==> config.mk <==
export PLATFORM = sky130hd
export DESIGN_NAME = gbt_seq
export DESIGN_NICKNAME = d
export VERILOG_FILES = /design/src/rtl/core/gbt_pkg.sv /design/src/rtl/core/gbt_seq.sv
export SDC_FILE = /design/constraint.sdc
export NUM_CORES = 1
export LEC_CHECK = 0
export BUFFER_PORTS_ARGS = -buffer_cell sky130_fd_sc_hd__buf_2
export CAP_MARGIN = 10
export CORE_ASPECT_RATIO = 1.5
export CORE_MARGIN = 1.5
export CORE_UTILIZATION = 40
export DETAILED_ROUTE_END_ITERATION = 16
export GPL_TIMING_DRIVEN = 0
export MAX_ROUTING_LAYER = met4
export PLACE_DENSITY_LB_ADDON = 0.05
export REMOVE_ABC_BUFFERS = 1
export SYNTH_ARGS = -nofsm -noshare
export SYNTH_HDL_FRONTEND = slang
export SYNTH_SLANG_ARGS = --single-unit
export TNS_END_PERCENT = 30
==> constraint.sdc <==
create_clock -name aclk -period 5.3 [get_ports aclk]
set_input_delay 1.06 -clock aclk [delete_from_list [all_inputs] [get_ports aclk]]
set_output_delay 1.06 -clock aclk [all_outputs]
set_load 0.01 [all_outputs]
==> src/rtl/core/gbt_pkg.sv <==
// Shared types and codes for the gap buffer text engine.
package gbt_pkg;

    // Request codes carried in req_type.
    localparam logic [2:0] REQ_INSERT = 3'd0;
    localparam logic [2:0] REQ_DELETE = 3'd1;
    localparam logic [2:0] REQ_MOVE   = 3'd2;
    localparam logic [2:0] REQ_READ   = 3'd3;
    localparam logic [2:0] REQ_NEXT   = 3'd4;
    localparam logic [2:0] REQ_PREV   = 3'd5;

    // Result status codes.
    localparam logic [1:0] STATUS_OK    = 2'd0;
    localparam logic [1:0] STATUS_RANGE = 2'd1;
    localparam logic [1:0] STATUS_FULL  = 2'd2;

    typedef struct packed {
        logic [2:0]         req_type;
        logic [7:0]         data_char;
        logic signed [11:0] shift_count;
        logic [9:0]         position;
    } gbt_req_t;

    typedef struct packed {
        logic [7:0]  char_out;
        logic [1:0]  status;
        logic [10:0] text_length;
        logic [10:0] gap_index;
    } gbt_rsp_t;

    typedef enum logic [2:0] {
        SEQ_IDLE,
        SEQ_EVAL,
        SEQ_MOVE,
        SEQ_DRAIN,
        SEQ_RDATA,
        SEQ_DONE
    } gbt_state_t;

endpackage

==> src/rtl/core/gbt_seq.sv <==
// Request sequencer: gap pointers, iterator, range checks and byte-copy loop.
module gbt_seq #(
    parameter int BUFFER_BYTES = 1024,
    parameter int AW           = 10
) (
    input  logic             aclk,
    input  logic             aresetn,
    input  logic             req_valid,
    input  gbt_pkg::gbt_req_t req_in,
    output logic             req_ready,
    output logic             rsp_valid,
    input  logic             rsp_ready,
    output gbt_pkg::gbt_rsp_t rsp_out,
    output logic             ram_wr_en,
    output logic [AW-1:0]    ram_wr_addr,
    output logic [7:0]       ram_wr_data,
    output logic             ram_rd_en,
    output logic [AW-1:0]    ram_rd_addr,
    input  logic [7:0]       ram_rd_data
);

    import gbt_pkg::*;

    localparam int PW = $clog2(BUFFER_BYTES + 1);
    localparam int WW = ((PW > 12) ? PW : 12) + 1;
    localparam logic [WW-1:0] BUF_W = WW'(BUFFER_BYTES);

    gbt_state_t    state_reg, state_next;
    gbt_req_t      req_reg, req_next;
    logic [PW-1:0] gs_reg, gs_next;
    logic [PW-1:0] ge_reg, ge_next;
    logic [AW-1:0] iter_reg, iter_next;
    logic [PW-1:0] cnt_reg, cnt_next;
    logic          dir_reg, dir_next;      // 1: gap moves toward the end
    logic          wr_pend_reg, wr_pend_next;
    logic [AW-1:0] wr_addr_reg, wr_addr_next;
    logic [1:0]    status_reg, status_next;
    logic [7:0]    char_reg, char_next;

    // Evaluation datapath
    logic signed [WW-1:0] cnt_s;
    logic        [WW-1:0] mag, gs_w, ge_w, len_w, pos_w, iter_w, idx_w, phys_w;
    logic                 cnt_neg, fits, idx_bad;
    logic [PW-1:0]        gs_inc, ge_inc, gs_dec, ge_dec;

    always_comb begin
        cnt_s   = WW'(req_reg.shift_count);
        cnt_neg = cnt_s < 0;
        mag     = cnt_neg ? WW'(-cnt_s) : WW'(cnt_s);
        gs_w    = WW'(gs_reg);
        ge_w    = WW'(ge_reg);
        len_w   = gs_w + BUF_W - ge_w;
        fits    = cnt_neg ? (mag <= gs_w) : ((ge_w + mag) <= BUF_W);
        pos_w   = WW'(req_reg.position);
        iter_w  = WW'(iter_reg);
        idx_w   = pos_w;
        idx_bad = 1'b1;
        case (req_reg.req_type)
            REQ_READ: begin
                idx_w   = pos_w;
                idx_bad = pos_w >= len_w;
            end
            REQ_NEXT: begin
                idx_w   = iter_w + WW'(1);
                idx_bad = idx_w >= len_w;
            end
            REQ_PREV: begin
                idx_w   = iter_w - WW'(1);
                idx_bad = (iter_w == '0) || (idx_w >= len_w);
            end
            default: begin
                idx_w   = pos_w;
                idx_bad = 1'b1;
            end
        endcase
        phys_w = (idx_w < gs_w) ? idx_w : (ge_w + idx_w - gs_w);
        gs_inc = gs_reg + PW'(1);
        ge_inc = ge_reg + PW'(1);
        gs_dec = gs_reg - PW'(1);
        ge_dec = ge_reg - PW'(1);
    end

    always_ff @(posedge aclk) begin
        if (!aresetn) begin
            state_reg   <= SEQ_IDLE;
            gs_reg      <= '0;
            ge_reg      <= PW'(BUFFER_BYTES);
            iter_reg    <= '0;
            wr_pend_reg <= 1'b0;
        end else begin
            state_reg   <= state_next;
            gs_reg      <= gs_next;
            ge_reg      <= ge_next;
            iter_reg    <= iter_next;
            wr_pend_reg <= wr_pend_next;
        end
    end

    always_ff @(posedge aclk) begin
        req_reg     <= req_next;
        cnt_reg     <= cnt_next;
        dir_reg     <= dir_next;
        wr_addr_reg <= wr_addr_next;
        status_reg  <= status_next;
        char_reg    <= char_next;
    end

    always_comb begin
        state_next   = state_reg;
        req_next     = req_reg;
        gs_next      = gs_reg;
        ge_next      = ge_reg;
        iter_next    = iter_reg;
        cnt_next     = cnt_reg;
        dir_next     = dir_reg;
        wr_pend_next = wr_pend_reg;
        wr_addr_next = wr_addr_reg;
        status_next  = status_reg;
        char_next    = char_reg;
        req_ready    = 1'b0;
        rsp_valid    = 1'b0;
        ram_wr_en    = 1'b0;
        ram_wr_addr  = wr_addr_reg;
        ram_wr_data  = ram_rd_data;
        ram_rd_en    = 1'b0;
        ram_rd_addr  = phys_w[AW-1:0];

        case (state_reg)
            SEQ_IDLE: begin
                req_ready = 1'b1;
                if (req_valid) begin
                    req_next   = req_in;
                    state_next = SEQ_EVAL;
                end
            end
            SEQ_EVAL: begin
                status_next = STATUS_OK;
                char_next   = 8'd0;
                state_next  = SEQ_DONE;
                case (req_reg.req_type)
                    REQ_INSERT: begin
                        if (gs_reg >= ge_reg) begin
                            status_next = STATUS_FULL;
                        end else begin
                            ram_wr_en   = 1'b1;
                            ram_wr_addr = gs_reg[AW-1:0];
                            ram_wr_data = req_reg.data_char;
                            gs_next     = gs_inc;
                        end
                    end
                    REQ_DELETE: begin
                        if (!fits) begin
                            status_next = STATUS_RANGE;
                        end else if (cnt_neg) begin
                            gs_next = gs_reg - PW'(mag);
                        end else begin
                            ge_next = ge_reg + PW'(mag);
                        end
                    end
                    REQ_MOVE: begin
                        if (!fits) begin
                            status_next = STATUS_RANGE;
                        end else if (mag != '0) begin
                            cnt_next     = PW'(mag);
                            dir_next     = !cnt_neg;
                            wr_pend_next = 1'b0;
                            state_next   = SEQ_MOVE;
                        end
                    end
                    REQ_READ, REQ_NEXT, REQ_PREV: begin
                        if (idx_bad) begin
                            status_next = STATUS_RANGE;
                        end else begin
                            iter_next  = idx_w[AW-1:0];
                            ram_rd_en  = 1'b1;
                            state_next = SEQ_RDATA;
                        end
                    end
                    default: begin
                        status_next = STATUS_RANGE;
                    end
                endcase
            end
            SEQ_MOVE: begin
                // Read one byte across the gap, write the byte read last cycle.
                ram_wr_en    = wr_pend_reg;
                ram_rd_en    = 1'b1;
                wr_pend_next = 1'b1;
                cnt_next     = cnt_reg - PW'(1);
                if (dir_reg) begin
                    ram_rd_addr  = ge_reg[AW-1:0];
                    wr_addr_next = gs_reg[AW-1:0];
                    gs_next      = gs_inc;
                    ge_next      = ge_inc;
                end else begin
                    ram_rd_addr  = gs_dec[AW-1:0];
                    wr_addr_next = ge_dec[AW-1:0];
                    gs_next      = gs_dec;
                    ge_next      = ge_dec;
                end
                if (cnt_reg == PW'(1)) begin
                    state_next = SEQ_DRAIN;
                end
            end
            SEQ_DRAIN: begin
                ram_wr_en    = wr_pend_reg;
                wr_pend_next = 1'b0;
                state_next   = SEQ_DONE;
            end
            SEQ_RDATA: begin
                char_next  = ram_rd_data;
                state_next = SEQ_DONE;
            end
            SEQ_DONE: begin
                rsp_valid = 1'b1;
                if (rsp_ready) begin
                    state_next = SEQ_IDLE;
                end
            end
            default: begin
                state_next = SEQ_IDLE;
            end
        endcase
    end

    always_comb begin
        rsp_out.char_out    = char_reg;
        rsp_out.status      = status_reg;
        rsp_out.text_length = 11'(len_w);
        rsp_out.gap_index   = 11'(gs_reg);
    end

endmodule

==> impl_metrics.ini <==
[yosys]
syn_inst = 1224
avgSynthCellArea_um2 = 8.437
yosysTopAreaCell = edfxtp_1
synthArstFlopShare_pct = 0
ys_ff_latch = 101
yosysSeqAreaShare_pct = 25.88
synth_cell_types = 86
ys.flop_type = edfxtp_1
synth_area_um2 = 10330
synth_edf_count = 65
ys_warn_count = 0
netlist.area_leader.share_pct = 18.90
synth_area_leaders = edfxtp_1 (19%), ha_1 (15%), dfxtp_1 (7.0%), nand2_1 (4.8%), xnor2_1 (4.2%)

[cells_and_area]
final_common_cell = nand2_1
n_fill_cell = 2428
most-common-layout-cells = nand2_1 (129), ha_1 (108), buf_2 (108)
drive_above_1_share_pct = 27.59
n_antenna_cell = 0
fin_cells = 1738
layout.nets = 1591
largest_reg_flops = 12
area_growth_pct = 26.48

[grt]
antenna_found_initial = 0
grt_start_max_net_pins = 63
grt-ovfl-total = 0
grt_pass1_wl_um = 55410
grt_use_total_pct = 28.33
grt_pass1_vias = 9813

[power_and_ir_drop]
leakage_nw = 5.525
power_frac_comb_pct = 51.2
p_int_mw = 1.996
pwr_density_cell_nw_per_um2 = 251.4
p_clk_share_pct = 20.3
seq_power_share_pct = 28.6
total_power_mw = 3.284
switching_power_mw = 1.287
peakVddDrop_mv = 0.1723
swShare_pct = 39.20

[run]
max_cap_viol_count = 0

[floorplanning]
coreArea_um2 = 25230
rows = 71
dieWidth_um = 134.2
die_height_um = 199.8
pin_count = 109
die_area_um2 = 26810
start_util_pct = 40.93

[placed_design]
gp_congestion = 0.8909
dp_hpwl_um = 26550
port_buffers = 108
placed_cells = 1616

[clocking]
numClockSinks = 101
clkLatencyLatePin_ps = 380
ctsHoldBuffers = 0
clock_path_buffers = 2
cts_tree = done
numCtsBuffers = 9
path_clk_slew_ps = 90
cts-root-buf = clkbuf_16
cts.htree.levels = 3

[detailed_routing]
num_vias = 9909
drt_pass1_iterations = 5
post_drt_wl_per_cell_um = 21.26
drtAntennaViolNets = 0
vias_per_cell = 5.701
post-route-drc-count = 0
routed_wl_um = 36950
first_iter_violations = 529

[outcome]
run_status = complete, but fails checks
failed_checks = negative setup slack

[setup_path]
worstPathArrival_ps = 4450
worstPathRequired_ps = 4240
r2r_slack_ps = -70
crit_fanout = 3
crit_path_end_kind = output port
cp_slowest_stage_delay_ps = 610
path_class = reg -> out
critPathLaunchType = flip-flop
crit_slowest_cell = fa_2
rr_startpoint = gs_reg[4]$_SDFFE_PN0P_
cp_cell_sequence = clkinvlp_4, fa_2, and4b_1, o21ai_2, or3b_4, a41o_1, nor2_2, xnor2_1, ha_1, nand4_1, buf_6, nor4_4, nor2_2, a41oi_2, o21ai_2, and3_4, or2_4, buf_6
cp-startpoint = gs_reg[4]$_SDFFE_PN0P_

[sta]
rsz0062_at_grt = true
clock.fmax_mhz = 181.3
slew_violations = 0
worst_slew_pin_slew_ps = 1235
setup_ws_ps = -214.5
fin_skew_ps = 16.96
maxSlewHeadroom_pct = 17.66
period_needed_ps = 5514
period_share_pct = 104.0
finalSetupViolCount = 4
hold_viol = 0
holdWs_ps = 513.5

[min_path]
worstHoldPathType = reg -> reg
hp-start = iter_reg[5]$_SDFFE_PN0P_
[worst max-delay path: cells and delay by family (launching register included)]
kind,cells,cell delay (ps)
AO/OA/AOI/OAI,4,520
flip-flops,1,370
XOR/XNOR,1,90
buffers and inverters,3,440
adder cells (fa/ha/maj),2,900
AND/OR/NAND/NOR,8,1750
[layout make-up]
| cell class | instances | area (um2) | area share [%] |
|---|---|---|---|
| multi-input combinational | 994 | 7689 | 58.86 |
| sequential | 101 | 2755 | 21.09 |
| timing repair buffer | 221 | 1567 | 11.99 |
| tap | 328 | 410.4 | 3.142 |
| inverter | 78 | 354.1 | 2.711 |
| clock buffer | 10 | 229.0 | 1.753 |
| clock inverter | 6 | 58.81 | 0.4502 |
[synthesized netlist by cell type, types with 4 or more instances]
| master | number |
|---|---|
| a2111oi_0 | 4 |
| a211o_1 | 6 |
| a211oi_1 | 19 |
| a21boi_0 | 4 |
| a21o_1 | 10 |
| a21oi_1 | 71 |
| a221oi_1 | 4 |
| a22oi_1 | 4 |
| a31oi_1 | 15 |
| and2_1 | 14 |
| and3_1 | 13 |
| and4_1 | 4 |
| buf_2 | 7 |
| clkbuf_1 | 37 |
| dfxtp_1 | 36 |
| edfxtp_1 | 65 |
| fa_1 | 17 |
| ha_1 | 124 |
| inv_1 | 75 |
| mux2_2 | 9 |
| mux2i_1 | 39 |
| nand2_1 | 131 |
| nand2b_1 | 14 |
| nand3_1 | 44 |
| nand4_1 | 10 |
| nor2_1 | 87 |
| nor2b_1 | 12 |
| nor3_1 | 37 |
| nor3b_1 | 4 |
| nor4_1 | 13 |
| o211ai_1 | 9 |
| o21a_1 | 10 |
| o21ai_0 | 77 |
| o21bai_1 | 5 |
| o221ai_1 | 4 |
| o22a_1 | 4 |
| o31ai_1 | 13 |
| or2_2 | 4 |
| or3_1 | 20 |
| or4_1 | 5 |
| xnor2_1 | 49 |
| xor2_1 | 28 |
[final timing paths]
path                                   end  depth (start not counted)
setup / recovery                 ram_rd_en                         18
hold / removal    iter_reg[5]$_SDFFE_PN0P_                          2
setup reg to reg  iter_reg[0]$_SDFFE_PN0P_                         28
hold reg to reg   iter_reg[5]$_SDFFE_PN0P_                          2
[per-layer routing]
| metal | vias up | track usage [%] | routed length, um |
|---|---|---|---|
| li1 | 4810 | - | - |
| met2 | 231 | 51.11 | 19540 |
| met4 | 0 | 16.21 | 2055 |
| met3 | 86 | 2.576 | 970 |
| met5 | - | - | 0 |
| met1 | 4782 | 30.29 | 14390 |
[logic make-up after synthesis]
kind of cell               synth area share, %
AOI/OAI and AO/OA                        19.03
muxes                                    4.761
and+or+nand+nor                          20.24
DFF                                      25.88
adders and majority gates                18.32
buffers and inverters                    5.076
xor gates and xnor gates                 6.688
[repair_timing]
item | CTS | global route
resized for setup | 149 | 43
cloned | 1 | 0
pin swaps | 42 | 26
buffers inserted | 90 | 17
endpoints found under the setup margin | 34 | 20
[metrics by stage]
stage	util [%]	setup TNS (ps)	instance area, um2	worst slack, ps
floorplan	-	-59.28	10100	-59.28
global route	51.78	-1184	13060	-355.7
global placement	43.79	-47840	11050	-1544
detailed placement	44.52	-12740	11230	-1510
CTS	50.46	-1068	12730	-247.0
finish	51.78	-347.9	13060	-214.5
[power groups by stage]
| stage | clock [mW] | sequential (mW) | combinational (mW) |
|---|---|---|---|
| global placement | 0 | 0.974 | 1.23 |
| detailed placement | 0 | 0.971 | 1.26 |
| CTS | 0.692 | 0.942 | 1.59 |
| finish | 0.665 | 0.938 | 1.68 |
| global route | 0.716 | 0.945 | 1.83 |
| floorplan | 0 | 0.963 | 0.853 |
Power figures use the tool's default switching activity.
